**config.mk**
```make
export PLATFORM = sky130hd
export DESIGN_NAME = ps2_mouse_packet_tracker_unit
export DESIGN_NICKNAME = d
export VERILOG_FILES = /design/src/rtl/ps2mt_pkg.sv /design/src/rtl/ps2mt_fifo.sv /design/src/rtl/ps2mt_front.sv /design/src/rtl/ps2mt_back.sv /design/src/rtl/ps2_mouse_packet_tracker_unit.sv
export SDC_FILE = /design/constraint.sdc
export NUM_CORES = 1
export LEC_CHECK = 0
export ABC_AREA = 0
export BUFFER_PORTS_ARGS = -buffer_cell sky130_fd_sc_hd__buf_2
export CAP_MARGIN = 20
export CORE_MARGIN = 2
export CORE_UTILIZATION = 61
export DETAILED_ROUTE_END_ITERATION = 6
export PLACE_DENSITY_LB_ADDON = 0.2
export SKIP_LAST_GASP = 1
export SYNTH_ARGS = -nofsm -noshare
export SYNTH_HDL_FRONTEND = slang
export SYNTH_SLANG_ARGS = --single-unit
```
**constraint.sdc**
```tcl
create_clock -name clk_i -period 11.73 [get_ports clk_i]
set_clock_uncertainty 0.05 [all_clocks]
set_input_delay 0.5865 -clock clk_i [delete_from_list [all_inputs] [get_ports clk_i]]
set_output_delay 0.5865 -clock clk_i [all_outputs]
set_load 0.005 [all_outputs]
```
**src/rtl/ps2mt_pkg.sv**
```systemverilog
// ----------------------------------------------------------------------------
// ps2mt_pkg
// Shared types, codes and constants of the PS/2 mouse packet tracker.
// ----------------------------------------------------------------------------
package ps2mt_pkg;

  // Default cursor coordinate width.
  localparam int COORD_BITS_DEFAULT = 12;

  // Widths fixed by the register map and the mouse protocol.
  localparam int SIZE_BITS  = 13;
  localparam int DELTA_BITS = 8;
  localparam int BYTE_BITS  = 8;
  localparam int BTN_BITS   = 3;
  localparam int CFG_IDX_BITS = 2;

  // Header byte fields.
  localparam logic [BYTE_BITS-1:0] SYNC_MASK = 8'h08;
  localparam logic [BYTE_BITS-1:0] OVF_MASK  = 8'hC0;
  localparam logic [BYTE_BITS-1:0] BTN_MASK  = 8'h07;

  // Reset values of the configuration and the cursor.
  localparam logic [SIZE_BITS-1:0]  SCREEN_WIDTH_RESET  = 13'd320;
  localparam logic [SIZE_BITS-1:0]  SCREEN_HEIGHT_RESET = 13'd200;
  localparam logic [DELTA_BITS-1:0] MAX_DELTA_RESET     = 8'd55;
  localparam int POS_X_RESET = 160;
  localparam int POS_Y_RESET = 100;

  // Depth of the packet queue between the front and the back.
  localparam int QUEUE_DEPTH = 2;

  // Configuration register indexes.
  typedef enum logic [CFG_IDX_BITS-1:0] {
    REG_SCREEN_WIDTH  = 2'd0,
    REG_SCREEN_HEIGHT = 2'd1,
    REG_MAX_DELTA     = 2'd2
  } reg_idx_e;

  // Packet status codes.
  typedef enum logic [1:0] {
    STATUS_ACCEPTED     = 2'd0,
    STATUS_SYNC_MISSING = 2'd1,
    STATUS_OVERFLOW     = 2'd2
  } status_e;

  // Position of the next byte within a packet.
  typedef enum logic [2:0] {
    BYTE_HEADER = 3'b001,
    BYTE_X      = 3'b010,
    BYTE_Y      = 3'b100
  } byte_pos_e;

  // One complete packet as handed from the front to the back.
  typedef struct packed {
    logic [BYTE_BITS-1:0] header;
    logic [BYTE_BITS-1:0] x_delta;
    logic [BYTE_BITS-1:0] y_delta;
  } packet_t;

endpackage

```
**src/rtl/ps2mt_fifo.sv**
```systemverilog
// ----------------------------------------------------------------------------
// ps2mt_fifo
// Small register queue with first-word fall-through output.
// ----------------------------------------------------------------------------
module ps2mt_fifo #(
  parameter int Width = 24,
  parameter int Depth = ps2mt_pkg::QUEUE_DEPTH
) (
  input  logic             clk_i,
  input  logic             rst_ni,
  input  logic             push_i,
  input  logic [Width-1:0] push_data_i,
  output logic             full_o,
  input  logic             pop_i,
  output logic             empty_o,
  output logic [Width-1:0] head_o
);

  localparam int PtrBits = (Depth > 1) ? $clog2(Depth) : 1;
  localparam int CntBits = $clog2(Depth + 1);

  logic [Width-1:0]   mem_q [Depth];
  logic [PtrBits-1:0] wr_ptr_q, wr_ptr_d;
  logic [PtrBits-1:0] rd_ptr_q, rd_ptr_d;
  logic [CntBits-1:0] count_q, count_d;
  logic               do_push, do_pop;

  assign full_o  = (count_q == CntBits'(Depth));
  assign empty_o = (count_q == '0);
  assign do_push = push_i && !full_o;
  assign do_pop  = pop_i && !empty_o;
  assign head_o  = mem_q[rd_ptr_q];

  always_comb begin
    wr_ptr_d = wr_ptr_q;
    rd_ptr_d = rd_ptr_q;
    count_d  = count_q;
    if (do_push) begin
      wr_ptr_d = (wr_ptr_q == PtrBits'(Depth - 1)) ? '0 : wr_ptr_q + 1'b1;
    end
    if (do_pop) begin
      rd_ptr_d = (rd_ptr_q == PtrBits'(Depth - 1)) ? '0 : rd_ptr_q + 1'b1;
    end
    if (do_push && !do_pop) begin
      count_d = count_q + 1'b1;
    end else if (do_pop && !do_push) begin
      count_d = count_q - 1'b1;
    end
  end

  always_ff @(posedge clk_i or negedge rst_ni) begin
    if (!rst_ni) begin
      wr_ptr_q <= '0;
      rd_ptr_q <= '0;
      count_q  <= '0;
    end else begin
      wr_ptr_q <= wr_ptr_d;
      rd_ptr_q <= rd_ptr_d;
      count_q  <= count_d;
    end
  end

  always_ff @(posedge clk_i) begin
    if (do_push) begin
      mem_q[wr_ptr_q] <= push_data_i;
    end
  end

endmodule

```
**src/rtl/ps2mt_front.sv**
```systemverilog
// ----------------------------------------------------------------------------
// ps2mt_front
// Collects received bytes into three-byte packets and queues them.
// ----------------------------------------------------------------------------
module ps2mt_front (
  input  logic                                 clk_i,
  input  logic                                 rst_ni,
  input  logic                                 in_valid_i,
  output logic                                 in_ready_o,
  input  logic [ps2mt_pkg::BYTE_BITS-1:0]      rx_byte_i,
  output logic                                 push_o,
  output ps2mt_pkg::packet_t                   packet_o,
  input  logic                                 full_i
);

  ps2mt_pkg::byte_pos_e state_q, state_d;
  logic [ps2mt_pkg::BYTE_BITS-1:0] header_q;
  logic [ps2mt_pkg::BYTE_BITS-1:0] x_delta_q;
  logic accept;

  // Only the closing byte of a packet needs room in the queue.
  assign in_ready_o = !((state_q == ps2mt_pkg::BYTE_Y) && full_i);
  assign accept     = in_valid_i && in_ready_o;

  assign push_o           = accept && (state_q == ps2mt_pkg::BYTE_Y);
  assign packet_o.header  = header_q;
  assign packet_o.x_delta = x_delta_q;
  assign packet_o.y_delta = rx_byte_i;

  always_comb begin
    state_d = state_q;
    if (accept) begin
      unique case (state_q)
        ps2mt_pkg::BYTE_HEADER: state_d = ps2mt_pkg::BYTE_X;
        ps2mt_pkg::BYTE_X:      state_d = ps2mt_pkg::BYTE_Y;
        ps2mt_pkg::BYTE_Y:      state_d = ps2mt_pkg::BYTE_HEADER;
        default:                state_d = ps2mt_pkg::BYTE_HEADER;
      endcase
    end
  end

  always_ff @(posedge clk_i or negedge rst_ni) begin
    if (!rst_ni) begin
      state_q <= ps2mt_pkg::BYTE_HEADER;
    end else begin
      state_q <= state_d;
    end
  end

  always_ff @(posedge clk_i) begin
    if (accept && (state_q == ps2mt_pkg::BYTE_HEADER)) begin
      header_q <= rx_byte_i;
    end
    if (accept && (state_q == ps2mt_pkg::BYTE_X)) begin
      x_delta_q <= rx_byte_i;
    end
  end

endmodule

```
**src/rtl/ps2mt_back.sv**
```systemverilog
// ----------------------------------------------------------------------------
// ps2mt_back
// Checks each queued packet, moves the cursor and registers the result.
// ----------------------------------------------------------------------------
module ps2mt_back #(
  parameter int CoordBits = ps2mt_pkg::COORD_BITS_DEFAULT
) (
  input  logic                                 clk_i,
  input  logic                                 rst_ni,
  input  logic                                 empty_i,
  input  ps2mt_pkg::packet_t                   head_i,
  output logic                                 pop_o,
  input  logic [ps2mt_pkg::SIZE_BITS-1:0]      screen_width_i,
  input  logic [ps2mt_pkg::SIZE_BITS-1:0]      screen_height_i,
  input  logic [ps2mt_pkg::DELTA_BITS-1:0]     max_delta_i,
  output logic                                 out_valid_o,
  input  logic                                 out_ready_i,
  output logic [1:0]                           packet_status_o,
  output logic [CoordBits-1:0]                 cursor_x_o,
  output logic [CoordBits-1:0]                 cursor_y_o,
  output logic [ps2mt_pkg::BTN_BITS-1:0]       button_state_o
);

  // Working width for position arithmetic: holds the coordinate, the screen
  // bound and the delta, plus a sign bit.
  localparam int SumBits = ((CoordBits > ps2mt_pkg::SIZE_BITS) ?
                            CoordBits : ps2mt_pkg::SIZE_BITS) + 2;
  localparam int DBits = 10;

  logic [CoordBits-1:0] pos_x_q, pos_x_d;
  logic [CoordBits-1:0] pos_y_q, pos_y_d;
  logic [ps2mt_pkg::BTN_BITS-1:0] buttons_q, buttons_d;
  logic out_valid_q;
  ps2mt_pkg::status_e status_q, status_d;
  logic [CoordBits-1:0] out_x_q, out_y_q;
  logic [ps2mt_pkg::BTN_BITS-1:0] out_btn_q;

  logic signed [DBits-1:0] m_pos, m_neg, dx_raw, dy_raw, dx, dy;
  logic [ps2mt_pkg::SIZE_BITS-1:0] w_m1, h_m1;
  logic [SumBits-1:0] mask_w, lim_x, lim_y;
  logic signed [SumBits-1:0] sum_x, sum_y;
  logic [CoordBits-1:0] new_x, new_y;

  assign pop_o = !empty_i && (!out_valid_q || out_ready_i);

  // Clamp both deltas to the configured magnitude.
  assign m_pos  = signed'({2'b00, max_delta_i});
  assign m_neg  = -m_pos;
  assign dx_raw = signed'({{2{head_i.x_delta[7]}}, head_i.x_delta});
  assign dy_raw = signed'({{2{head_i.y_delta[7]}}, head_i.y_delta});

  always_comb begin
    if (dx_raw > m_pos) begin
      dx = m_pos;
    end else if (dx_raw < m_neg) begin
      dx = m_neg;
    end else begin
      dx = dx_raw;
    end
    if (dy_raw > m_pos) begin
      dy = m_pos;
    end else if (dy_raw < m_neg) begin
      dy = m_neg;
    end else begin
      dy = dy_raw;
    end
  end

  // Screen bounds: size minus one, zero for an empty screen, and never past
  // the largest coordinate.
  assign w_m1   = (screen_width_i == '0) ? '0 : screen_width_i - 1'b1;
  assign h_m1   = (screen_height_i == '0) ? '0 : screen_height_i - 1'b1;
  assign mask_w = SumBits'({CoordBits{1'b1}});
  assign lim_x  = (SumBits'(w_m1) > mask_w) ? mask_w : SumBits'(w_m1);
  assign lim_y  = (SumBits'(h_m1) > mask_w) ? mask_w : SumBits'(h_m1);

  // Y is inverted: moving the mouse up lowers the row number.
  assign sum_x = signed'(SumBits'(pos_x_q)) +
                 signed'({{(SumBits-DBits){dx[DBits-1]}}, dx});
  assign sum_y = signed'(SumBits'(pos_y_q)) -
                 signed'({{(SumBits-DBits){dy[DBits-1]}}, dy});

  always_comb begin
    if (sum_x[SumBits-1]) begin
      new_x = '0;
    end else if (unsigned'(sum_x) > lim_x) begin
      new_x = lim_x[CoordBits-1:0];
    end else begin
      new_x = sum_x[CoordBits-1:0];
    end
    if (sum_y[SumBits-1]) begin
      new_y = '0;
    end else if (unsigned'(sum_y) > lim_y) begin
      new_y = lim_y[CoordBits-1:0];
    end else begin
      new_y = sum_y[CoordBits-1:0];
    end
  end

  // A missing sync bit takes precedence over an overflow.
  always_comb begin
    pos_x_d   = pos_x_q;
    pos_y_d   = pos_y_q;
    buttons_d = buttons_q;
    priority if ((head_i.header & ps2mt_pkg::SYNC_MASK) == '0) begin
      status_d = ps2mt_pkg::STATUS_SYNC_MISSING;
    end else if ((head_i.header & ps2mt_pkg::OVF_MASK) != '0) begin
      status_d = ps2mt_pkg::STATUS_OVERFLOW;
    end else begin
      status_d  = ps2mt_pkg::STATUS_ACCEPTED;
      pos_x_d   = new_x;
      pos_y_d   = new_y;
      buttons_d = head_i.header[ps2mt_pkg::BTN_BITS-1:0];
    end
  end

  always_ff @(posedge clk_i or negedge rst_ni) begin
    if (!rst_ni) begin
      pos_x_q     <= CoordBits'(ps2mt_pkg::POS_X_RESET);
      pos_y_q     <= CoordBits'(ps2mt_pkg::POS_Y_RESET);
      buttons_q   <= '0;
      out_valid_q <= 1'b0;
    end else begin
      if (pop_o) begin
        pos_x_q     <= pos_x_d;
        pos_y_q     <= pos_y_d;
        buttons_q   <= buttons_d;
        out_valid_q <= 1'b1;
      end else if (out_ready_i) begin
        out_valid_q <= 1'b0;
      end
    end
  end

  always_ff @(posedge clk_i) begin
    if (pop_o) begin
      status_q  <= status_d;
      out_x_q   <= pos_x_d;
      out_y_q   <= pos_y_d;
      out_btn_q <= buttons_d;
    end
  end

  assign out_valid_o     = out_valid_q;
  assign packet_status_o = status_q;
  assign cursor_x_o      = out_x_q;
  assign cursor_y_o      = out_y_q;
  assign button_state_o  = out_btn_q;

endmodule

```
**src/rtl/ps2_mouse_packet_tracker_unit.sv**
```systemverilog
// ----------------------------------------------------------------------------
// ps2_mouse_packet_tracker_unit
// Three-byte PS/2 mouse packet decoder with a saturating cursor tracker.
// ----------------------------------------------------------------------------
// Each item on the input channel is one byte received from the mouse. Bytes
// are grouped into packets of three: header, X delta and Y delta. The first
// two bytes of a packet give no result; the third one gives exactly one
// result item carrying a status, the cursor position and the button state.
// A header without its always-one sync bit is reported as sync missing, and
// one with an overflow bit is reported as overflow (sync missing wins when
// both apply); such a packet leaves cursor and buttons as they were. A good
// packet loads the buttons, clamps both signed deltas to +/- max_delta and
// moves the cursor right by X and up by Y (the row number falls), saturating
// at zero and at the screen size minus one. The block takes one byte per
// clock cycle while the queue has room for a packet's third byte. A packet
// travels from the byte collector through a two-entry queue into the update
// stage, whose combinational clamp, add and saturate allow one packet per
// cycle while the consumer takes each result. The packet is pushed into the
// queue when its third byte is accepted, and is popped from the queue into
// the output register, which presents the result, once the output is free.
// While the output waits to be taken the collector keeps accepting bytes until
// the queue is full and a third byte waits. Configuration writes take effect
// at once and are always accepted; change the registers only while no packet
// is in flight. Register indexes: 0 screen width, 1 screen height, 2 max
// delta; writes to index 3 are ignored.
// ----------------------------------------------------------------------------
module ps2_mouse_packet_tracker_unit #(
  parameter int COORD_BITS = ps2mt_pkg::COORD_BITS_DEFAULT
) (
  input  logic                                  clk_i,
  input  logic                                  rst_ni,
  // Byte input
  input  logic                                  in_valid_i,
  output logic                                  in_ready_o,
  input  logic [ps2mt_pkg::BYTE_BITS-1:0]       rx_byte_i,
  // Result output
  output logic                                  out_valid_o,
  input  logic                                  out_ready_i,
  output logic [1:0]                            packet_status_o,
  output logic [COORD_BITS-1:0]                 cursor_x_o,
  output logic [COORD_BITS-1:0]                 cursor_y_o,
  output logic [ps2mt_pkg::BTN_BITS-1:0]        button_state_o,
  // Configuration writes
  input  logic                                  cfg_valid_i,
  output logic                                  cfg_ready_o,
  input  logic [ps2mt_pkg::CFG_IDX_BITS-1:0]    cfg_index_i,
  input  logic [ps2mt_pkg::SIZE_BITS-1:0]       cfg_data_i
);

  localparam int PktBits = $bits(ps2mt_pkg::packet_t);

  logic [ps2mt_pkg::SIZE_BITS-1:0]  screen_width_q;
  logic [ps2mt_pkg::SIZE_BITS-1:0]  screen_height_q;
  logic [ps2mt_pkg::DELTA_BITS-1:0] max_delta_q;

  logic               push, full, pop, empty;
  ps2mt_pkg::packet_t push_pkt, head_pkt;
  logic [PktBits-1:0] head_bits;

  // The register file never stalls a write.
  assign cfg_ready_o = 1'b1;

  always_ff @(posedge clk_i or negedge rst_ni) begin
    if (!rst_ni) begin
      screen_width_q  <= ps2mt_pkg::SCREEN_WIDTH_RESET;
      screen_height_q <= ps2mt_pkg::SCREEN_HEIGHT_RESET;
      max_delta_q     <= ps2mt_pkg::MAX_DELTA_RESET;
    end else if (cfg_valid_i) begin
      unique case (cfg_index_i)
        ps2mt_pkg::REG_SCREEN_WIDTH:  screen_width_q  <= cfg_data_i;
        ps2mt_pkg::REG_SCREEN_HEIGHT: screen_height_q <= cfg_data_i;
        ps2mt_pkg::REG_MAX_DELTA:
          max_delta_q <= cfg_data_i[ps2mt_pkg::DELTA_BITS-1:0];
        default: ;
      endcase
    end
  end

  // Byte collector: tracks the position within a packet and queues each
  // completed packet.
  ps2mt_front u_front (
    .clk_i      (clk_i),
    .rst_ni     (rst_ni),
    .in_valid_i (in_valid_i),
    .in_ready_o (in_ready_o),
    .rx_byte_i  (rx_byte_i),
    .push_o     (push),
    .packet_o   (push_pkt),
    .full_i     (full)
  );

  // Packet queue decoupling the collector from the update stage.
  ps2mt_fifo #(
    .Width (PktBits),
    .Depth (ps2mt_pkg::QUEUE_DEPTH)
  ) u_queue (
    .clk_i       (clk_i),
    .rst_ni      (rst_ni),
    .push_i      (push),
    .push_data_i (push_pkt),
    .full_o      (full),
    .pop_i       (pop),
    .empty_o     (empty),
    .head_o      (head_bits)
  );

  assign head_pkt = ps2mt_pkg::packet_t'(head_bits);

  // Update stage: validates the header, moves the cursor and holds the
  // result until the consumer takes it.
  ps2mt_back #(
    .CoordBits (COORD_BITS)
  ) u_back (
    .clk_i           (clk_i),
    .rst_ni          (rst_ni),
    .empty_i         (empty),
    .head_i          (head_pkt),
    .pop_o           (pop),
    .screen_width_i  (screen_width_q),
    .screen_height_i (screen_height_q),
    .max_delta_i     (max_delta_q),
    .out_valid_o     (out_valid_o),
    .out_ready_i     (out_ready_i),
    .packet_status_o (packet_status_o),
    .cursor_x_o      (cursor_x_o),
    .cursor_y_o      (cursor_y_o),
    .button_state_o  (button_state_o)
  );

endmodule
```
======== Yosys cells after proc, flatten, opt, wreduce, memory -nomap -nowiden ========
Memories as Yosys holds them, arrays and structs flattened.
Cells that the tools add are included.
word-level totals
  flip-flop bits (word level) ............. 114
  RAM bits ................................ 48
  input port bits ......................... 28
  output and inout port bits .............. 32
  word-level logic and storage cells ...... 97
  memories kept ........................... 1
cells by class
  $add $sub $neg .......................... 9
  magnitude comparators ................... 8
  eq/ne operators ......................... 6
  muxes and demuxes ....................... 28
  reductions and logical operators ........ 28
memories
  name           words  bits a word  rd ports  clocked after memory_dff  wr ports  line              RTL
  u_queue.mem_q  2      24           1         0                         1         ps2mt_fifo.sv:22  logic [Width-1:0] mem_q [Depth];
operators by type and width
  operator                                                                count
  12-bit 2-to-1 mux                                                       8
  13-bit 2-to-1 mux                                                       4
  10-bit 2-to-1 mux                                                       4
  15-bit > comparator                                                     2
  13-bit by 12-bit > comparator with 1-bit output, second input constant  2
  13-bit logical NOT                                                      2
  13-bit by 1-bit subtractor with 13-bit output, second input constant    2
  8-bit by 10-bit < comparator with 1-bit output                          2
  8-bit by 9-bit > comparator with 1-bit output                           2
  13-bit by 10-bit adder with 14-bit output                               1
  13-bit by 10-bit subtractor with 14-bit output                          1
  1-bit logical AND                                                       10
  8-bit negation with 10-bit output                                       1
  8-bit logical NOT                                                       1
  8-bit nonzero test                                                      1
  1-bit logical NOT                                                       6
  1-bit 2-to-1 mux                                                        6
  2-bit 2-to-1 mux                                                        3
  3-bit 2-to-1 mux                                                        2
  3-bit one-hot mux with 2 select lines                                   1
  2-bit AND reduction                                                     3
  2-bit == test, second input constant                                    2
  2-bit logical NOT                                                       2
  2-bit nonzero test                                                      2
  other kinds (8)                                                         9

======== Depth between registers and ports, before layout ========
Gate-level depths: netlist of the first run.
  depth in word-level cells ............... 10
  mapped depth ............................ 37
  mapped depth without buffers ............ 33

======== Modules after synthesis ========
From an unflattened synthesis of the first run, not the netlist that was laid out.
second synthesis, totals
  cells, all modules ...................... 1049
  area, all modules ....................... 11100.6 um2
by module, submodules not included
  module                         instances  cells each  area each (um2)  seq. area each (um2)
  ps2mt_back                     1          841         7041.8           1577.8
  ps2mt_fifo                     1          94          2030.7           1541.5
  ps2_mouse_packet_tracker_unit  1          75          1326.3           863.3
  ps2mt_front                    1          39          701.9            556.8

======== Worst setup path before layout of the first run ========
Ideal clock, no wire load.
  path type ............................... register -> register
  start point ............................. reg u_queue.rd_ptr_q
  end point ............................... reg u_back.out_y_q[1], in the netlist u_back.cursor_y_o[1] (data pin)
  library setup time ...................... 0.158 ns
  arrival ................................. 7.303 ns
  required time ........................... 11.522 ns
  path slack .............................. 4.220 ns
  cell stages (with the launch flop) ...... 37
  path buffers ............................ 6
  clock period less this slack ............ 7.510 ns
  cell sequence ........................... dfrtp_1 -> buf_2 -> buf_2 -> buf_1 -> mux2_2 -> ha_1 -> a21oi_1 -> a21oi_1 -> a211oi_2 -> o41ai_1 -> a311oi_2 -> a21oi_2 -> nor2_1 -> clkbuf_1 -> a21oi_1 -> o22a_1 -> ha_1 -> nor2b_1 -> o211ai_1 -> a21oi_1 -> o41ai_1 -> o211ai_1 -> nor2_1 -> nor2_1 -> nor2_1 -> xnor2_1 -> ha_1 -> nand2_1 -> nor2_1 -> nand2_1 -> a211oi_1 -> o22a_1 -> clkbuf_1 -> buf_1 -> mux2i_1 -> nand4_1 -> o211ai_1
between the ends
  word-level cells in the longest chain between the ends .. 10
  elaborated cells on any way between the ends .. 13
  classes of those cells .................. add/sub: 1; order compare: 3; mux: 6; reduce/logical: 2; memory: 1
RTL lines
  what                                            line               RTL
  start, declared                                 ps2mt_fifo.sv:24   logic [PtrBits-1:0] rd_ptr_q, rd_ptr_d;
  start signal, assigned                          ps2mt_fifo.sv:58   rd_ptr_q <= rd_ptr_d;
  memory 2 x 24 bit *                             --
  8-bit by 10-bit < comparator with 1-bit output  ps2mt_back.sv:62   end else if (dy_raw < m_neg) begin
  10-bit 2-to-1 mux                               ps2mt_back.sv:62
  10-bit 2-to-1 mux                               ps2mt_back.sv:60   if (dy_raw > m_pos) begin
  13-bit by 10-bit subtractor with 14-bit output  ps2mt_back.sv:80   assign sum_y = signed'(SumBits'(pos_y_q)) -
  15-bit > comparator                             ps2mt_back.sv:93   end else if (unsigned'(sum_y) > lim_y) begin
  12-bit 2-to-1 mux                               ps2mt_back.sv:93
  12-bit 2-to-1 mux                               ps2mt_back.sv:91   if (sum_y[SumBits-1]) begin
  12-bit 2-to-1 mux                               ps2mt_back.sv:107  end else if ((head_i.header & ps2mt_pkg::OVF_MASK) != '0) begin
  12-bit 2-to-1 mux *                             ps2mt_back.sv:105  priority if ((head_i.header & ps2mt_pkg::SYNC_MASK) == '0) begin
  named net u_back.pos_y_d[1]                     ps2mt_back.sv:31   logic [CoordBits-1:0] pos_y_q, pos_y_d;
  end signal, assigned                            ps2mt_back.sv:139  out_y_q <= pos_y_d;
  end, declared                                   ps2mt_back.sv:35   logic [CoordBits-1:0] out_x_q, out_y_q;
Mark *: on every way through the listed nets, which the timed path passes. The rest lies on a longest branch.
A chain may end at the register's enable or synchronous reset.

======== Final worst setup path of the first run ========
  start point ............................. reg max_delta_q[0] in the netlist's numbering
  end point ............................... reg u_back.out_y_q[8], in the netlist u_back.cursor_y_o[8] (data pin)
between the ends
  word-level cells in the longest chain between the ends .. 10
  elaborated cells on any way between the ends .. 11
  classes of those cells .................. add/sub: 2; order compare: 3; mux: 6
RTL lines
  what                                              line                                 RTL
  start, declared                                   ps2_mouse_packet_tracker_unit.sv:54  logic [ps2mt_pkg::DELTA_BITS-1:0] max_delta_q;
  start signal, assigned                            ps2_mouse_packet_tracker_unit.sv:67  max_delta_q <= ps2mt_pkg::MAX_DELTA_RESET;
  start signal, assigned                            ps2_mouse_packet_tracker_unit.sv:73  max_delta_q <= cfg_data_i[ps2mt_pkg::DELTA_BITS-1:0];
  8-bit negation with 10-bit output                 ps2mt_back.sv:48                     assign m_neg = -m_pos;
  8-bit by 10-bit < comparator with 1-bit output    ps2mt_back.sv:62
  10-bit 2-to-1 mux                                 ps2mt_back.sv:62
  10-bit 2-to-1 mux *                               ps2mt_back.sv:60
  13-bit by 10-bit subtractor with 14-bit output *  ps2mt_back.sv:80
  15-bit > comparator                               ps2mt_back.sv:93
  12-bit 2-to-1 mux                                 ps2mt_back.sv:93
  12-bit 2-to-1 mux *                               ps2mt_back.sv:91
  12-bit 2-to-1 mux *                               ps2mt_back.sv:107
  12-bit 2-to-1 mux *                               ps2mt_back.sv:105
  named net u_back.pos_y_d[8]                       ps2mt_back.sv:31
Marks and branches as above.

==> flow_summary_export.csv, run 1 <==
group,metric,value,unit
clocking,numCtsBuffers,17,
power,powerDensity,312,nW/um^2
timing,slew_headroom,0.251,
detailed_routing,vias,7736,
clocking,cts_tree,"done",
worst_setup_path,startpoint_type,"flop",
clocking,clk_pin_slew,0.07,ns
floorplanning,die_h,133,microns
worst_setup_path,crit_top_cell,"nor2_1",
grt,grt-ovfl-total,0,
grt,grt_usage,0.271,
logic_synthesis,synthFlopType,"edfxtp_1",
detailed_routing,routedWlPerCell,18.4,microns
worst_hold_path,worstHoldPathCells,1,
placement,portBuffers,58,
logic_synthesis,postSynthCellCount,994,
clocking,post_cts_buffers,0,
cells_and_area,final_core_util,0.681,
timing,setup_tns,0,ns
clocking,cts_buffer_depth,2,
logic_synthesis,synth_area_leaders,"edfxtp_1, dfrtp_1, ha_1",
worst_setup_path,critPathKind,"reg2reg",
worst_setup_path,required,11.85,ns
detailed_routing,drcViolationCount,0,
worst_setup_path,r2r_setup_slack,3.56,ns
timing,fmax,122,MHz
job,maxCapViolCount,0,
clocking,insertion_delay,0.42,ns
detailed_routing,drtIter0Drc,521,
floorplanning,rows,47,
floorplanning,start_util,0.618,
detailed_routing,firstDrtPassIters,6,
power,vdd_ir_drop_max,0.000210,V
timing,hold_viol_final,0,
logic_synthesis,syn_area,10200,sq um
clocking,root_buffer,"clkbuf_16",
detailed_routing,post_drt_via_cell_ratio,6.08,
worst_setup_path,reg2reg_depth,32,
logic_synthesis,synth.distinct_cells,66,
timing,setup_viol,0,
worst_setup_path,arrival,8.28,ns
worst_setup_path,cp_slowest_stage_delay,0.74,ns
floorplanning,dieArea,17700,sq um
cells_and_area,final_nets,1155,
logic_synthesis,ys_warn_count,0,
timing,fin_crit,8.17,ns
timing,rsz0062_at_grt,"false",
placement,hpwl,16400,microns
worst_setup_path,cp_max_fo,14,
logic_synthesis,yosysMostFrequentCell,"nand2_1",
timing,slew_viol_final,0,
logic_synthesis,synth_enable_flop_cells,87,
floorplanning,io_pins,60,
logic_synthesis,ys_ff_latch,156,
detailed_routing,wl,23400,microns
power,p_leak,4.79,nW
logic_synthesis,yosysSeqAreaShare,0.429,
cells_and_area,layout-drive-gt1-share,0.177,
grt,grt_start_max_net_pins,70,
placement,gp_congestion,0.948,
logic_synthesis,synth_top_cell_by_area,"edfxtp_1",
logic_synthesis,synth_top_area_share,0.257,
grt,grt_pass1_vias,7432,
floorplanning,core_region_area,16500,sq um
clocking,htree_num_levels,4,
worst_hold_path,min_path_type,"in2reg",
grt,grt_pass1_wl,37800,microns
timing,period_share,0.696,
floorplanning,die-width,133,microns
detailed_routing,ant_nets,0,
logic_synthesis,async_flop_share,0.442,
grt,antenna_found_initial,0,
logic_synthesis,yosys-top-cells-count,"nand2_1, edfxtp_1, ha_1",
worst_setup_path,crit_path_top_delay_cell,"nor2_1",
logic_synthesis,avgSynthCellArea,10.2,sq um
timing,tightest_slew,1.12,ns
cells_and_area,antenna_cells,0,
clocking,cts.sinks,156,
worst_setup_path,critPathCaptureType,"flop",
clocking,hold_buffers,0,
outcome,status,"completed",
clocking,post_cts_resized,0,
cells_and_area,area_growth,10.3,%
==> report_power, final <==
part           leakage (nW)  switching (mW)  total, mW  internal [mW]
clock                 0.274           0.242      0.521          0.279
combinational          2.87            1.26       2.12          0.852
sequential             1.64           0.101      0.861          0.761
total                  4.79            1.61       3.50           1.89
==> kinds of logic (layout without fill, tap and decap cells) <==
logic type                 after synthesis  after routing  share of synthesized area
and+or+nand+nor                        276            276                      0.133
AOI/OAI and AO/OA                      240            240                      0.159
DFF                                    156            156                      0.429
buffers and inverters                  108            165                     0.0439
adders and majority gates               87             87                      0.109
muxes                                   78             78                     0.0827
xor gates and xnor gates                48             48                     0.0435
other                                    1              3                   0.000369
==> placed cells by master (no fill, tap or decap), types with 4 or more instances in the layout <==
cell and n:
a21o_1 25, a21oi_1 53, and2_1 7, buf_2 58, buf_4 11, clkbuf_16 17
dfrtp_1 53, dfstp_2 16, edfxtp_1 87, ha_1 85, inv_1 62, inv_6 5
inv_8 4, mux2_2 48, mux2i_1 30, nand2_1 95, nand2b_1 9, nand3_1 16
nand3b_1 4, nand4_1 29, nor2_1 56, nor2b_1 9, nor3_1 21, nor4_1 4
o211ai_1 31, o21a_1 21, o21ai_0 38, o221ai_1 5, o22ai_1 4, o31ai_1 29
or3_1 6, xnor2_1 29, xor2_1 16
==> layout make-up <==
class	count	area (sq um)
tap	220	275
multi-input combinational	732	5380
sequential	156	4360
inverter	62	233
clock buffer	17	425
clock inverter	15	128
timing repair buffer	71	415
fill	1275	5250
==> flip-flops by register name, summed over array words and instances (netlist names), 12 cells and up <==
register,count
screen_height_q,13
screen_width_q,13
u_back.cursor_x_o,12
u_back.cursor_y_o,12
u_back.pos_x_q,12
u_back.pos_y_q,12
u_queue.mem_q,44
==> final timing paths <==
path                                          startpoint                             end
min                                         rx_byte_i[5]  u_front.x_delta_q[5]$_DFFE_PP_
min reg2reg                u_front.header_q[6]$_DFFE_PP_  u_queue.mem_q[1][22]$_DFFE_PP_
max reg2reg                   max_delta_q[0]$_DFFE_PN1P_  u_back.cursor_y_o[8]$_DFFE_PP_
min in group asynchronous                         rst_ni   u_back.pos_x_q[3]$_DFFE_PN0P_
max                           max_delta_q[0]$_DFFE_PN1P_  u_back.cursor_y_o[8]$_DFFE_PP_
max in group asynchronous                         rst_ni   u_back.pos_y_q[7]$_DFFE_PN0P_
==> stage by stage <==
stage / total power [mW] / instance area, sq um / cells / setup WS, ns / hold WS [ns]
2_1_floorplan: 2.46 / 10200 / 996 / 4.22 / 0.241
3_3_place_gp: 2.90 / 10600 / 1239 / 3.88 / 0.372
3_5_place_dp: 2.94 / 10600 / 1240 / 3.66 / 0.380
4_1_cts: 3.49 / 11200 / 1272 / 3.65 / 0.298
5_1_grt: 3.79 / 11200 / 1273 / 3.05 / 0.306
6_report: 3.50 / 11200 / 1273 / 3.56 / 0.319
==> critical path, delay by kind of cell, from the launching register on <==
kind	cells	cell delay, ns
AOI/OAI and AO/OA	13	2.76
and+or+nand+nor	9	1.51
adders and majority gates	4	1.33
muxes	3	1.16
DFF	1	0.62
xor gates and xnor gates	2	0.40
buffers and inverters	1	0.06
==> metal layers <==
metal / track usage / vias up / wire length [microns]
li1: - / 3758 / -
met5: 0 / - / 0
met4: 0.102 / 0 / 639
met1: 0.357 / 3702 / 10200
met2: 0.448 / 232 / 11300
met3: 0.0544 / 44 / 1190
No activity file was read; power rests on OpenSTA's default activity.
==> run 2: changes to the inputs <==
Clock period 11.73 ns to 8.25 ns, I/O delays scaled along.
==> flow_summary_export.csv, run 2 (synthesis gave the netlist of run 1 again) <==
group,metric,value,unit
timing,period_share,0.908,
detailed_routing,met2_length,11700,microns
floorplanning,start_util,0.618,
detailed_routing,drcViolationCount,0,
timing,slew_headroom,0.311,
outcome,status,"completed",
power,p_leak,4.81,nW
cells_and_area,antenna_cells,0,
timing,rsz0062_at_grt,"false",
placement,portBuffers,58,
floorplanning,rows,47,
worst_setup_path,critPathKind,"reg2reg",
timing,slew_viol_final,0,
grt,grt_pass1_vias,7584,
worst_setup_path,arrival,7.71,ns
floorplanning,dieArea,17700,sq um
detailed_routing,m1WireLength,10000,microns
floorplanning,die-width,133,microns
placement,hpwl,16800,microns
cells_and_area,largest_register_ffs,44,
worst_setup_path,required,8.47,ns
timing,tightest_slew,1.03,ns
worst_setup_path,cp_slowest_stage_delay,0.58,ns
grt,grt_start_max_net_pins,70,
placement,gp_congestion,0.917,
cells_and_area,layout-drive-gt1-share,0.180,
timing,fin_crit,7.49,ns
cells_and_area,regMostFlops,"u_queue.mem_q",
worst_hold_path,min_path_type,"in2async",
clocking,root_buffer,"clkbuf_16",
power,powerDensity,447,nW/um^2
worst_setup_path,crit_buf_inv,2,
clocking,htree_num_levels,4,
job,maxCapViolCount,0,
cells_and_area,most-common-layout-cells,"nand2_1, edfxtp_1, ha_1",
worst_setup_path,crit_path_top_delay_cell,"dfstp_2",
clocking,post_cts_buffers,0,
floorplanning,core_region_area,16500,sq um
detailed_routing,routedWlPerCell,18.5,microns
clocking,cts_tree,"done",
floorplanning,io_pins,60,
detailed_routing,drtIter0Drc,421,
worst_setup_path,path_delay_family,"compound AO/OA/AOI/OAI gates",
timing,hold_viol_final,0,
worst_setup_path,startpoint_type,"flop",
grt,antenna_found_initial,0,
clocking,cts_buffer_depth,2,
clocking,clk_pin_slew,0.07,ns
grt,grt_usage,0.280,
detailed_routing,routed-wl-met3,1170,microns
timing,fmax,134,MHz
detailed_routing,wl,23500,microns
detailed_routing,post_drt_via_cell_ratio,6.07,
worst_setup_path,critPathCaptureType,"flop",
grt,grt_pass1_wl,38900,microns
clocking,cts.sinks,156,
power,vdd_ir_drop_max,0.000302,V
cells_and_area,final_nets,1157,
cells_and_area,top_regs,"u_queue.mem_q: 44 flops, screen_height_q: 13 flops, screen_width_q: 13 flops",
clocking,insertion_delay,0.43,ns
timing,setup_tns,0,ns
worst_setup_path,crit_top_cell,"nor2_1",
detailed_routing,firstDrtPassIters,5,
floorplanning,die_h,133,microns
clocking,hold_buffers,0,
worst_setup_path,cp_max_fo,14,
cells_and_area,area_growth,10.7,%
clocking,numCtsBuffers,17,
grt,grt-ovfl-total,0,
detailed_routing,vias,7744,
cells_and_area,final_common_cell,"nand2_1",
detailed_routing,ant_nets,0,
timing,setup_viol,0,
power,finalPower,5.03,mW
detailed_routing,top_layer_used,"met4",
clocking,post_cts_resized,0,
==> run 2: cell types whose count changed in the layout (fill, tap and decap cells not counted), sizes merged <==
cell / before / now
buf: 71 / 73
inv: 71 / 68
clkinv: 5 / 9
clkinvlp: 1 / 0
==> run 2: power by group <==
| group | switching, mW | total, mW | leakage, nW | internal, mW |
|---|---|---|---|---|
| clock | 0.367 | 0.774 | 0.291 | 0.407 |
| sequential | 0.154 | 1.24 | 1.64 | 1.08 |
| combinational | 1.79 | 3.02 | 2.88 | 1.23 |
==> run 2: path summary, 6_finish.rpt <==
kind | to | from | depth (start not counted) | slack [ns]
min in group clk_i | u_front.x_delta_q[5]$_DFFE_PP_ | rx_byte_i[5] | 1 | 0.14
setup / recovery | u_back.cursor_y_o[6]$_DFFE_PP_ | max_delta_q[1]$_DFFE_PN1P_ | 33 | 0.76
hold / removal | u_back.pos_x_q[2]$_DFFE_PN0P_ | rst_ni | 2 | 0.13
max in group asynchronous | u_queue.rd_ptr_q$_DFFE_PN0P_ | rst_ni | 2 | 7.36
hold reg to reg | u_queue.mem_q[1][17]$_DFFE_PP_ | u_front.header_q[1]$_DFFE_PP_ | 0 | 0.40
setup reg to reg | u_back.cursor_y_o[6]$_DFFE_PP_ | max_delta_q[1]$_DFFE_PN1P_ | 33 | 0.76
==> run 2: worst register-to-register path, delay by kind of cell, from the launching register on <==
family	cells	cell delay, ns
compound gates	13	2.49
xor+xnor	2	0.37
fa+ha+maj	4	1.33
buf+inv	2	0.37
flops	1	0.58
mux	3	0.99
simple gates	9	1.17
==> run 2: area by class of cell <==
type	count	area, sq um
Fill cell	1292	5200
Timing Repair Buffer	73	410
Clock buffer	17	425
Clock inverter	15	171
Sequential cell	156	4360
Multi-Input combinational cell	732	5390
Inverter	62	233
Tap cell	220	275
==> run 2: layer usage <==
layer,vias up,global-route usage
li1,3745,-
met1,3723,0.359
met2,220,0.479
met3,56,0.0540
met4,0,0.0975
met5,-,0
==> run 2: metrics by stage <==
step	setup slack, ns	utilization	instance area [sq um]	hold slack [ns]	instances
after floorplan	0.740	-	10200	0.0669	996
after global placement	0.713	0.646	10600	0.372	1242
after detailed placement	0.481	0.646	10600	0.384	1242
after CTS	0.408	0.683	11200	0.117	1274
after global routing	0.0365	0.684	11300	0.131	1275
final	0.760	0.684	11300	0.134	1275
==> run 3: changes to the inputs <==
Settings changed: CORE_UTILIZATION 61 to 55, SETUP_SLACK_MARGIN set to 0.15.
==> flow_summary_export.csv, run 3 (synthesis gave the netlist of run 1 again) <==
group,metric,value,unit
detailed_routing,routed-wl-met3,1000,microns
power,p_int,2.70,mW
worst_setup_path,required,8.47,ns
cells_and_area,regMostFlops,"u_queue.mem_q",
grt,grt_pass1_wl,37500,microns
power,seq_power_share,0.247,
outcome,status,"completed",
placement,placed_area,10700,sq um
clocking,htree_num_levels,4,
worst_setup_path,cp_max_fo,14,
worst_setup_path,crit_path_top_delay_cell,"dfstp_2",
timing,layout_setup_ws,0.836,ns
cells_and_area,top_regs,"u_queue.mem_q: 44 flops, screen_height_q: 13 flops, screen_width_q: 13 flops",
clocking,post_cts_buffers,0,
detailed_routing,vias,7676,
timing,slew_headroom,0.306,
power,p_switching,2.30,mW
power,p_leak,4.80,nW
detailed_routing,wl,23300,microns
timing,fin_crit,7.41,ns
floorplanning,core_region_area,18000,sq um
detailed_routing,routedWlPerCell,18.1,microns
timing,hold_viol_final,0,
timing,setup_tns,0,ns
detailed_routing,drtIter0Drc,551,
grt,antenna_found_initial,0,
timing,rsz0062_at_grt,"false",
grt,grt-ovfl-total,0,
timing,setup_viol,0,
grt,grt_pass1_vias,7289,
worst_setup_path,critPathKind,"reg2reg",
placement,hpwl,16900,microns
power,vdd_ir_drop_max,0.000345,V
floorplanning,rows,49,
worst_hold_path,min_path_type,"in2reg",
power,finalPower,5.01,mW
grt,grt_start_max_net_pins,55,
floorplanning,dieArea,19600,sq um
floorplanning,die-width,140,microns
worst_setup_path,critPathCaptureType,"flop",
worst_setup_path,crit_top_cell,"nor2_1",
worst_setup_path,arrival,7.64,ns
grt,grt_usage,0.241,
cells_and_area,final_common_cell,"nand2_1",
clocking,root_buffer,"clkbuf_16",
floorplanning,io_pins,60,
detailed_routing,top_layer_used,"met4",
timing,fmax,135,MHz
clocking,insertion_delay,0.43,ns
cells_and_area,final_nets,1159,
floorplanning,die_h,140,microns
detailed_routing,ant_nets,0,
detailed_routing,post_drt_via_cell_ratio,5.97,
detailed_routing,met2_length,11200,microns
clocking,clk_pin_slew,0.07,ns
cells_and_area,design_area,11300,sq um
clocking,cts.sinks,156,
clocking,cts_buffer_depth,2,
floorplanning,start_util,0.564,
power,powerDensity,445,nW/um^2
clocking,numCtsBuffers,17,
power,clkPwrFrac,0.149,
cells_and_area,area_growth,10.7,%
job,maxCapViolCount,0,
placement,gp_congestion,0.985,
clocking,cts_tree,"done",
power,swShare,0.460,
cells_and_area,antenna_cells,0,
cells_and_area,layout-drive-gt1-share,0.182,
detailed_routing,firstDrtPassIters,5,
timing,slew_viol_final,0,
timing,period_share,0.899,
cells_and_area,largest_register_ffs,44,
placement,post-place-ws,0.555,ns
placement,portBuffers,58,
worst_setup_path,startpoint_type,"flop",
detailed_routing,drcViolationCount,0,
worst_setup_path,cp_slowest_stage_delay,0.57,ns
detailed_routing,m1WireLength,10600,microns
power,combPwrFrac,0.604,
cells_and_area,most-common-layout-cells,"nand2_1, edfxtp_1, ha_1",
timing,tightest_slew,1.04,ns
[run 3: changes by cell type in the layout (fill, tap and decap cells not counted), sizes merged]
cell         previous run  this run
clkbuf                 17        18
clkinv                  9         3
inv                    68        70
clkinvlp                0         3
buf                    73        74
dlygate4sd3             0         1
[run 3: final cells by class]
| type | count | area (sq um) |
|---|---|---|
| fillers | 1503 | 6770 |
| multi-input cells | 732 | 5400 |
| flip-flops and latches | 156 | 4360 |
| clock buffers | 18 | 429 |
| repair buffers | 75 | 423 |
| well taps | 229 | 287 |
| inverters | 62 | 233 |
| clock inverters | 14 | 125 |
[run 3: critical path: cells and delay by family (launching register included)]
family                     cells  cell delay, ns
AOI/OAI and AO/OA             13            2.34
adders and majority gates      4            1.33
muxes                          3            1.14
and+or+nand+nor                8            1.00
DFF                            1            0.57
buffers and inverters          3            0.47
xor gates and xnor gates       2            0.35
[run 3: per-stage QoR]
step | util | std cells | hold slack, ns
2_1_floorplan | - | 996 | 0.0669
3_3_place_gp | 0.593 | 1253 | 0.271
3_5_place_dp | 0.593 | 1253 | 0.269
4_1_cts | 0.624 | 1286 | 0.126
5_1_grt | 0.624 | 1286 | 0.120
6_report | 0.624 | 1286 | 0.135
[run 3: path summary, 6_finish.rpt]
path / startpoint / endpoint / slack (ns) / depth (start not counted)
hold / removal: rx_byte_i[4] / u_queue.mem_q[0][4]$_DFFE_PP_ / 0.14 / 1
min in group asynchronous: rst_ni / u_back.pos_y_q[9]$_DFFE_PN0P_ / 0.36 / 2
max in group asynchronous: rst_ni / u_back.pos_y_q[1]$_DFFE_PN0P_ / 6.79 / 3
setup reg to reg: max_delta_q[1]$_DFFE_PN1P_ / u_back.cursor_y_o[6]$_DFFE_PP_ / 0.84 / 33
hold reg to reg: u_front.x_delta_q[2]$_DFFE_PP_ / u_queue.mem_q[0][10]$_DFFE_PP_ / 0.39 / 0
setup / recovery: max_delta_q[1]$_DFFE_PN1P_ / u_back.cursor_y_o[6]$_DFFE_PP_ / 0.84 / 33
[run 3: per-layer routing]
metal	vias to the layer above	GRT usage
met5	-	0
met4	0	0.0842
met3	37	0.0410
met2	187	0.398
met1	3690	0.323
li1	3762	-
[run 3: power groups by stage]
stage | clock network (mW) | logic [mW] | registers, mW
after floorplan | 0 | 2.30 | 1.20
after detailed placement | 0 | 2.97 | 1.24
after global placement | 0 | 2.94 | 1.24
after CTS | 0.759 | 3.00 | 1.23
final | 0.748 | 3.02 | 1.24
after global routing | 0.787 | 3.38 | 1.26
[run 3: timing repair]
item / CTS / global route
setup endpoints to repair: 0 / 24
gates resized for setup: 0 / 2
hold buffers: 1 / 0
hold endpoints to repair: 14 / 0
